$ cat config.mk
export PLATFORM = sky130hd
export DESIGN_NAME = ial_cell
export DESIGN_NICKNAME = d
export VERILOG_FILES = /design/src/hdl/indexed_array_list_engine_assert.svh /design/src/hdl/ial_pkg.sv /design/src/hdl/ial_cell.sv
export SDC_FILE = /design/constraint.sdc
export NUM_CORES = 1
export LEC_CHECK = 0
export BUFFER_PORTS_ARGS = -buffer_cell sky130_fd_sc_hd__clkbuf_2
export CAP_MARGIN = 10
export CORE_MARGIN = 2
export CORE_UTILIZATION = 30
export CTS_CLUSTER_SIZE = 16
export DETAILED_ROUTE_END_ITERATION = 8
export PLACE_DENSITY = 0.59
export SKIP_CTS_REPAIR_TIMING = 1
export SLEW_MARGIN = 10
export SYNTH_ARGS = -nofsm -noshare
export SYNTH_HDL_FRONTEND = slang
export SYNTH_SLANG_ARGS = --single-unit
$ cat constraint.sdc
create_clock -name clk_i -period 5.1 [get_ports clk_i]
set_input_delay 1.02 -clock clk_i [delete_from_list [all_inputs] [get_ports clk_i]]
set_output_delay 1.02 -clock clk_i [all_outputs]
set_load 0.05 [all_outputs]
$ cat src/hdl/indexed_array_list_engine_assert.svh
// assertion macros for the list engine, compiled out with NO_ASSERTIONS
`ifndef INDEXED_ARRAY_LIST_ENGINE_ASSERT_SVH
`define INDEXED_ARRAY_LIST_ENGINE_ASSERT_SVH
`ifndef NO_ASSERTIONS
// same-cycle implication
`define IAL_ASSERT_IMPL(lbl, clk, rstn, ante, cons) \
  lbl: assert property (@(posedge clk) disable iff (!rstn) (ante) |-> (cons)) \
    else $error("list engine assertion failed");
// next-cycle implication
`define IAL_ASSERT_NEXT(lbl, clk, rstn, ante, cons) \
  lbl: assert property (@(posedge clk) disable iff (!rstn) (ante) |=> (cons)) \
    else $error("list engine assertion failed");
`else
`define IAL_ASSERT_IMPL(lbl, clk, rstn, ante, cons)
`define IAL_ASSERT_NEXT(lbl, clk, rstn, ante, cons)
`endif
`endif

$ cat src/hdl/ial_pkg.sv
`default_nettype none

package ial_pkg;

  localparam int CAPACITY  = 64;
  localparam int IDX_W     = $clog2(CAPACITY);
  localparam int ACTION_W  = 4;
  localparam int POS_W     = 7;
  localparam int WORD_W    = 32;
  localparam int FIELD_W   = 7;
  localparam int STATUS_W  = 2;
  localparam int RD_GROUP  = 8;
  localparam int RD_GROUPS = (CAPACITY + RD_GROUP - 1) / RD_GROUP;

  localparam logic [FIELD_W-1:0] FOUND_NONE = '1;

  typedef enum logic [ACTION_W-1:0] {
    ACT_GET     = 4'd0,
    ACT_SET     = 4'd1,
    ACT_PUSH    = 4'd2,
    ACT_POP     = 4'd3,
    ACT_SHIFT   = 4'd4,
    ACT_UNSHIFT = 4'd5,
    ACT_INSERT  = 4'd6,
    ACT_REMOVE  = 4'd7,
    ACT_FIND    = 4'd8,
    ACT_COUNT   = 4'd9,
    ACT_CLEAR   = 4'd10
  } ial_action_e;

  typedef enum logic [STATUS_W-1:0] {
    ST_DONE    = 2'd0,
    ST_IGNORED = 2'd1,
    ST_FULL    = 2'd2
  } ial_status_e;

  // what the row of cells does in one cycle
  typedef enum logic [1:0] {
    ROW_IDLE  = 2'd0,
    ROW_WRITE = 2'd1,
    ROW_OPEN  = 2'd2,
    ROW_CLOSE = 2'd3
  } ial_row_op_e;

  typedef struct packed {
    ial_row_op_e              op;
    logic [IDX_W-1:0]         at;
    logic signed [WORD_W-1:0] word;
  } ial_row_t;

endpackage

`default_nettype wire

$ cat src/hdl/ial_cell.sv
`default_nettype none

module ial_cell (
  input  wire logic                        clk_i,
  input  wire logic [ial_pkg::IDX_W-1:0]   idx_i,
  input  wire ial_pkg::ial_row_t           row_i,
  input  wire logic [ial_pkg::WORD_W-1:0]  prev_i,
  input  wire logic [ial_pkg::WORD_W-1:0]  next_i,
  output logic      [ial_pkg::WORD_W-1:0]  data_o,
  output logic                             match_o
);

  logic [ial_pkg::WORD_W-1:0] data_q;
  logic [ial_pkg::WORD_W-1:0] data_d;

  always_comb begin
    data_d = data_q;
    unique case (row_i.op)
      ial_pkg::ROW_IDLE: begin
        data_d = data_q;
      end
      ial_pkg::ROW_WRITE: begin
        if (idx_i == row_i.at) data_d = row_i.word;
      end
      // make room: cells above the point take the word from below
      ial_pkg::ROW_OPEN: begin
        if (idx_i == row_i.at) begin
          data_d = row_i.word;
        end else if (idx_i > row_i.at) begin
          data_d = prev_i;
        end
      end
      // close the gap: cells from the point up take the word from above
      ial_pkg::ROW_CLOSE: begin
        if (idx_i >= row_i.at) data_d = next_i;
      end
      default: data_d = data_q;
    endcase
  end

  always_ff @(posedge clk_i) begin
    data_q <= data_d;
  end

  assign data_o  = data_q;
  assign match_o = (data_q == row_i.word);

endmodule

`default_nettype wire

==> qor.yml, run 1 <==
run_status:
  outcome: "complete, no violations"
synthesis:
  synth_top_area_share_pct: 41.0
  syn-mean-instance-area_sq_um: 9.59
  yosysTopAreaCell: "edfxtp_1"
  synthDistinctLibCells: 22
  ys_warn_count: 0
  synth-seq-cells: 32
  syn_nets: 361
  syn-cell-area_sq_mm: 0.00234
  syn-instance-count: 244
  ys_seq_area_share_pct: 41.0
  yosys-top-cells-area: "edfxtp_1, xor2_1, o31ai_1"
routing:
  drc: 0
  wl_per_cell_um: 14.0
  postRouteAntennaNets: 0
  dr_total_vias: 2231
  dr.pass1.iters: 4
  drt_wl_total_mm: 6.75
  viasPerCell: 4.64
  drt_iter0_drc: 69
sta:
  rsz0062_at_grt: "false"
  min_period_over_period_pct: 67.0
  setup_viol: 0
  hold_viol: 0
  slew_viol_final: 0
  fin_hold_ws_ps: 1090
  fin_setup_tns_ps: 0
  slew_headroom_pct: 31.7
  fmax_mhz: 293
  tightest_slew_ps: 1020
  fin_crit_ps: 3420
clock_tree:
  cts.sinks: 32
  cts_tree: "yes"
  cts.clk_slew.worst_paths_ps: 70
  cts_buffers: 5
  cts_root_buffer: "clkbuf_8"
  clock_path_buffers: 2
  htree_levels: 2
setup_path:
  critPathCaptureType: "register"
  required_ps: 5000
  critPathKind: "input port to register"
  path_cells: "clkbuf_2, inv_1, ha_1, nand4_2, nor2_4, a21oi_1, a21oi_4"
  critPathTopFamily: "compound AO/OA/AOI/OAI gates"
  critical_path_buf_inv_count: 2
  cp-start-kind: "input port"
  critical_path_arrival_ps: 3320
  path_max_fanout: 34
  crit_path_max_incr_delay_ps: 820
  crit_start: "row_i[37]"
  worst_path_max_delay_cell: "a21oi_4"
pwr:
  leakagePower_nw: 1.46
  powerDensity_mw_per_mm2: 263
  peakVddDrop_mv: 0.0984
  p_total_w: 0.000832
place:
  hpwl_mm: 5.30
  dp_cells: 473
  placed_cell_area_sq_mm: 0.00309
  gp_congestion: 0.828
  numPortBuffers: 143
final_layout:
  mostFrequentLayoutCell: "clkbuf_2"
  final_nets: 495
  final_area_sq_mm: 0.00317
  layout.cells.non_filler: 481
  largest_reg_flops: 32
  area_growth_pct: 35.3
  drive_gt1_share_pct: 41.4
  seqCellArea_sq_um: 961
  layout_common_cells: "clkbuf_2, a21oi_1"
  nFillCells: 795
  multi_input_area_sq_mm: 0.00125
  diodes: 0
hold_path:
  min_from: "row_i[27]"
  hold_path_class: "input port to register"
floorplanning:
  start_util_pct: 30.6
  rows: 32
  dieArea_sq_mm: 0.00853
  fp.dieW_um: 92.3
  io_pins: 144
  die_height_um: 92.3
  coreArea_sq_mm: 0.00765
global_route:
  grt_pass1_wl_mm: 10.7
  grt_pass1_vias: 2231
  grt_max_degree: 67
  track_usage_pct: 15.8
  grt_overflow_total: 0
  antenna_found_initial: 0
flow_run:
  drv_cap: 0
[Yosys cell counts]
library cell / n
nor2_1: 31
clkbuf_1: 4
xor2_1: 32
nor4_1: 8
nand2_1: 2
nand4_1: 2
edfxtp_1: 32
nor2_2: 2
buf_6: 6
a211oi_1: 1
o31a_4: 1
nor2_4: 1
nor2b_1: 1
nand4_2: 1
a21oi_1: 35
o31ai_1: 32
o21bai_1: 1
nand2b_1: 32
inv_1: 6
ha_1: 6
a21o_1: 1
buf_2: 7
[layout make-up]
class                           instances  share of cell area, %
Clock buffer                            5                   2.17
Clock inverter                          3                  0.434
Inverter                                6                  0.711
Multi-Input combinational cell        189                   39.5
Sequential cell                        32                   30.3
Tap cell                              102                   4.03
Timing Repair Buffer                  144                   22.8
[logic make-up after synthesis]
family,share of synthesized area (%)
simple gates,18.3
compound gates,19.5
xor+xnor,12.0
flops,41.0
buf+inv,5.99
fa+ha+maj,3.21
[worst paths after layout]
path,endpoint,slack (ps),cells past startpoint
worst max-delay path,data_o[19],1680,7
worst min-delay path,data_o[27],1090,3
[worst min-delay path, stage by stage]
cell	delay (ps)
clkbuf_2	100
nor2_1	40
a21oi_1	100
[stage by stage]
stage          worst slack, ps  util [%]
6_report                  1680      41.4
5_1_grt                   1450      41.4
4_1_cts                   1610      41.4
3_5_place_dp              1320      40.3
3_3_place_gp              1380      40.3
2_1_floorplan             1180         -
[metal layers]
| metal | track usage (%) | part of all wire (%) | vias to the layer above |
|---|---|---|---|
| met5 | 0 | 0 | - |
| met4 | 2.99 | 0.67 | 0 |
| met3 | 4.80 | 7.6 | 4 |
| met2 | 27.0 | 49 | 81 |
| met1 | 19.7 | 43 | 998 |
| li1 | - | - | 1148 |
[where the power goes]
part / switching [W] / total, W / internal [W]
Sequential: 0.0000201 / 0.000349 / 0.000329
Combinational: 0.000202 / 0.000298 / 0.0000967
Clock: 0.0000922 / 0.000185 / 0.0000925
Total: 0.000314 / 0.000832 / 0.000518
(Power assumes the default switching activity.)
==> run 2: changes to the inputs <==
==> constraint.sdc (replaced) <==
create_clock -name clk_i -period 3.19 [get_ports clk_i]
set_input_delay 0.638 -clock clk_i [delete_from_list [all_inputs] [get_ports clk_i]]
set_output_delay 0.638 -clock clk_i [all_outputs]
set_load 0.05 [all_outputs]
==> run 2 against run 1 <==
Sequential share of layout area down 0.12 points. Clock power up 57%. Wire length up 0.99%. Critical path depth down 1. Setup slack worse by 1100 ps. Non-clock buffer count up 2. First-iteration DRC count down 14%. Total power up 60%. Via count up 1.4%. Cell count up 0.42%.
==> qor.yml, run 2 (synthesized netlist as in run 1, its figures left out) <==
run_status:
  outcome: "complete, no violations"
place:
  hpwl_mm: 5.23  # -1.3%
  numPortBuffers: 143  # unchanged
  dp_cells: 475  # +0.42%
  gp_congestion: 0.803  # -3.1%
sta:
  fmax_mhz: 389
  slew_viol_final: 0  # unchanged
  slew_headroom_pct: 29.1  # -2.6 points
  fin_hold_ws_ps: 716  # -374 ps
  min_period_over_period_pct: 80.6
  tightest_slew_ps: 1060  # +38.6 ps
  fin_crit_ps: 2570
  hold_viol: 0  # unchanged
  setup_viol: 0  # unchanged
  fin_setup_tns_ps: 0  # unchanged
  rsz0062_at_grt: "false"
hold_path:
  hold_path_class: "input port to register"
  min_path_cells: 3  # unchanged
  worst_hold_path.endpoint: "data_o[14]"
  min_from: "row_i[14]"
floorplanning:
  die_height_um: 92.3  # unchanged
  start_util_pct: 30.6  # unchanged
  fp.dieW_um: 92.3  # unchanged
  rows: 32  # unchanged
  io_pins: 144  # unchanged
  dieArea_sq_mm: 0.00853  # unchanged
  coreArea_sq_mm: 0.00765  # unchanged
clock_tree:
  cts_tree: "yes"
  clock_path_buffers: 2  # unchanged
  cts_root_buffer: "clkbuf_8"
  cts.sinks: 32  # unchanged
  cts_buffers: 5  # unchanged
  cts.clk_slew.worst_paths_ps: 60  # about the same
  htree_levels: 2  # unchanged
setup_path:
  path_cells: "clkbuf_2, xor2_1, nor4_1, nand4_1, nor2_1, clkbuf_2"
  required_ps: 2550  # -2450 ps
  critPathTopFamily: "simple AND/OR/NAND/NOR gates"
  cp-start-kind: "input port"
  path_max_fanout: 2  # -94%
  critPathKind: "input port to primary output"
  worst_path_max_delay_cell: "nor4_1"
  crit_path_max_incr_delay_ps: 410  # -410 ps
  critical_path_buf_inv_count: 2  # unchanged
  cpMostUsedCell: "clkbuf_2"
  critPathCaptureType: "primary output"
  critical_path_arrival_ps: 1930  # -1390 ps
routing:
  postRouteAntennaNets: 0  # unchanged
  dr.pass1.iters: 4  # unchanged
  viasPerCell: 4.69  # +1.0%
  drc: 0  # unchanged
  drt_wl_total_mm: 6.82  # +0.99%
  dr_total_vias: 2263  # +1.4%
  drt_iter0_drc: 59  # -14%
  wl_per_cell_um: 14.1  # +0.57%
final_layout:
  diodes: 0  # unchanged
  largest_reg_flops: 32  # unchanged
  mostFrequentLayoutCell: "clkbuf_2"
  post-route-util_pct: 41.6  # +0.16 points
  area_growth_pct: 35.9
  final_nets: 497  # +0.40%
  drive_gt1_share_pct: 41.2  # -0.22 points
  nFillCells: 813  # +2.3%
  layout.cells.non_filler: 483  # +0.42%
  layout_common_cells: "clkbuf_2, a21oi_1"
global_route:
  track_usage_pct: 15.7  # about the same
  grt_pass1_wl_mm: 10.7  # +0.38%
  grt_max_degree: 66  # -1.5%
  grt_pass1_vias: 2201  # -1.3%
  antenna_found_initial: 0  # unchanged
  grt_overflow_total: 0  # unchanged
pwr:
  p_total_w: 0.00133  # +60%
  powerDensity_mw_per_mm2: 417  # +59%
  leakagePower_nw: 1.47  # +0.33%
  peakVddDrop_mv: 0.156  # +58%
flow_run:
  drv_cap: 0  # unchanged
## run 2: cell type report
class | instances | area, sq um | share of cell area (%)
Multi-Input combinational cell | 189 | 1250 | 39.3
Sequential cell | 32 | 961 | 30.2
Timing Repair Buffer | 146 | 738 | 23.2
Tap cell | 102 | 128 | 4.01
Clock buffer | 7 | 76.3 | 2.40
Inverter | 6 | 22.5 | 0.708
Clock inverter | 1 | 3.75 | 0.118
## run 2: through the flow
| stage | worst slack, ps | area [sq um] |
|---|---|---|
| after floorplan | 362 | 2340 |
| after global placement | 421 | 3100 |
| after detailed placement | 381 | 3100 |
| after CTS | 536 | 3180 |
| after global routing | 447 | 3180 |
| final | 618 | 3180 |
## run 2: worst max path at each step
stage | from | end | slack (ps) | cells after the start
2_1_floorplan | row_i[37] | data_o[0] | 360 | 7
3_3_place_gp | row_i[35] | data_o[20] | 420 | 7
3_5_place_dp | row_i[35] | data_o[3] | 380 | 7
4_1_cts | row_i[23] | match_o | 540 | 6
5_1_grt | row_i[23] | match_o | 450 | 6
6_report | row_i[23] | match_o | 620 | 6
## run 2: layer usage
layer | track usage, % | share of wire, % | vias up
li1 | - | - | 1157
met2 | 26.2 | 47 | 80
met5 | 0 | 0 | -
met3 | 4.23 | 7.0 | 6
met4 | 2.99 | 0.65 | 0
met1 | 20.8 | 45 | 1020
## run 2: power by group
part           total (W)  internal [W]  switching (W)
logic           0.000479      0.000156       0.000323
clock network   0.000291      0.000152       0.000140
registers       0.000557      0.000526      0.0000311
total            0.00133      0.000834       0.000494
## run 2: worst min-delay path, stage by stage
cell and delay [ps]:
clkbuf_2 100, nor2_1 40, a21oi_1 100
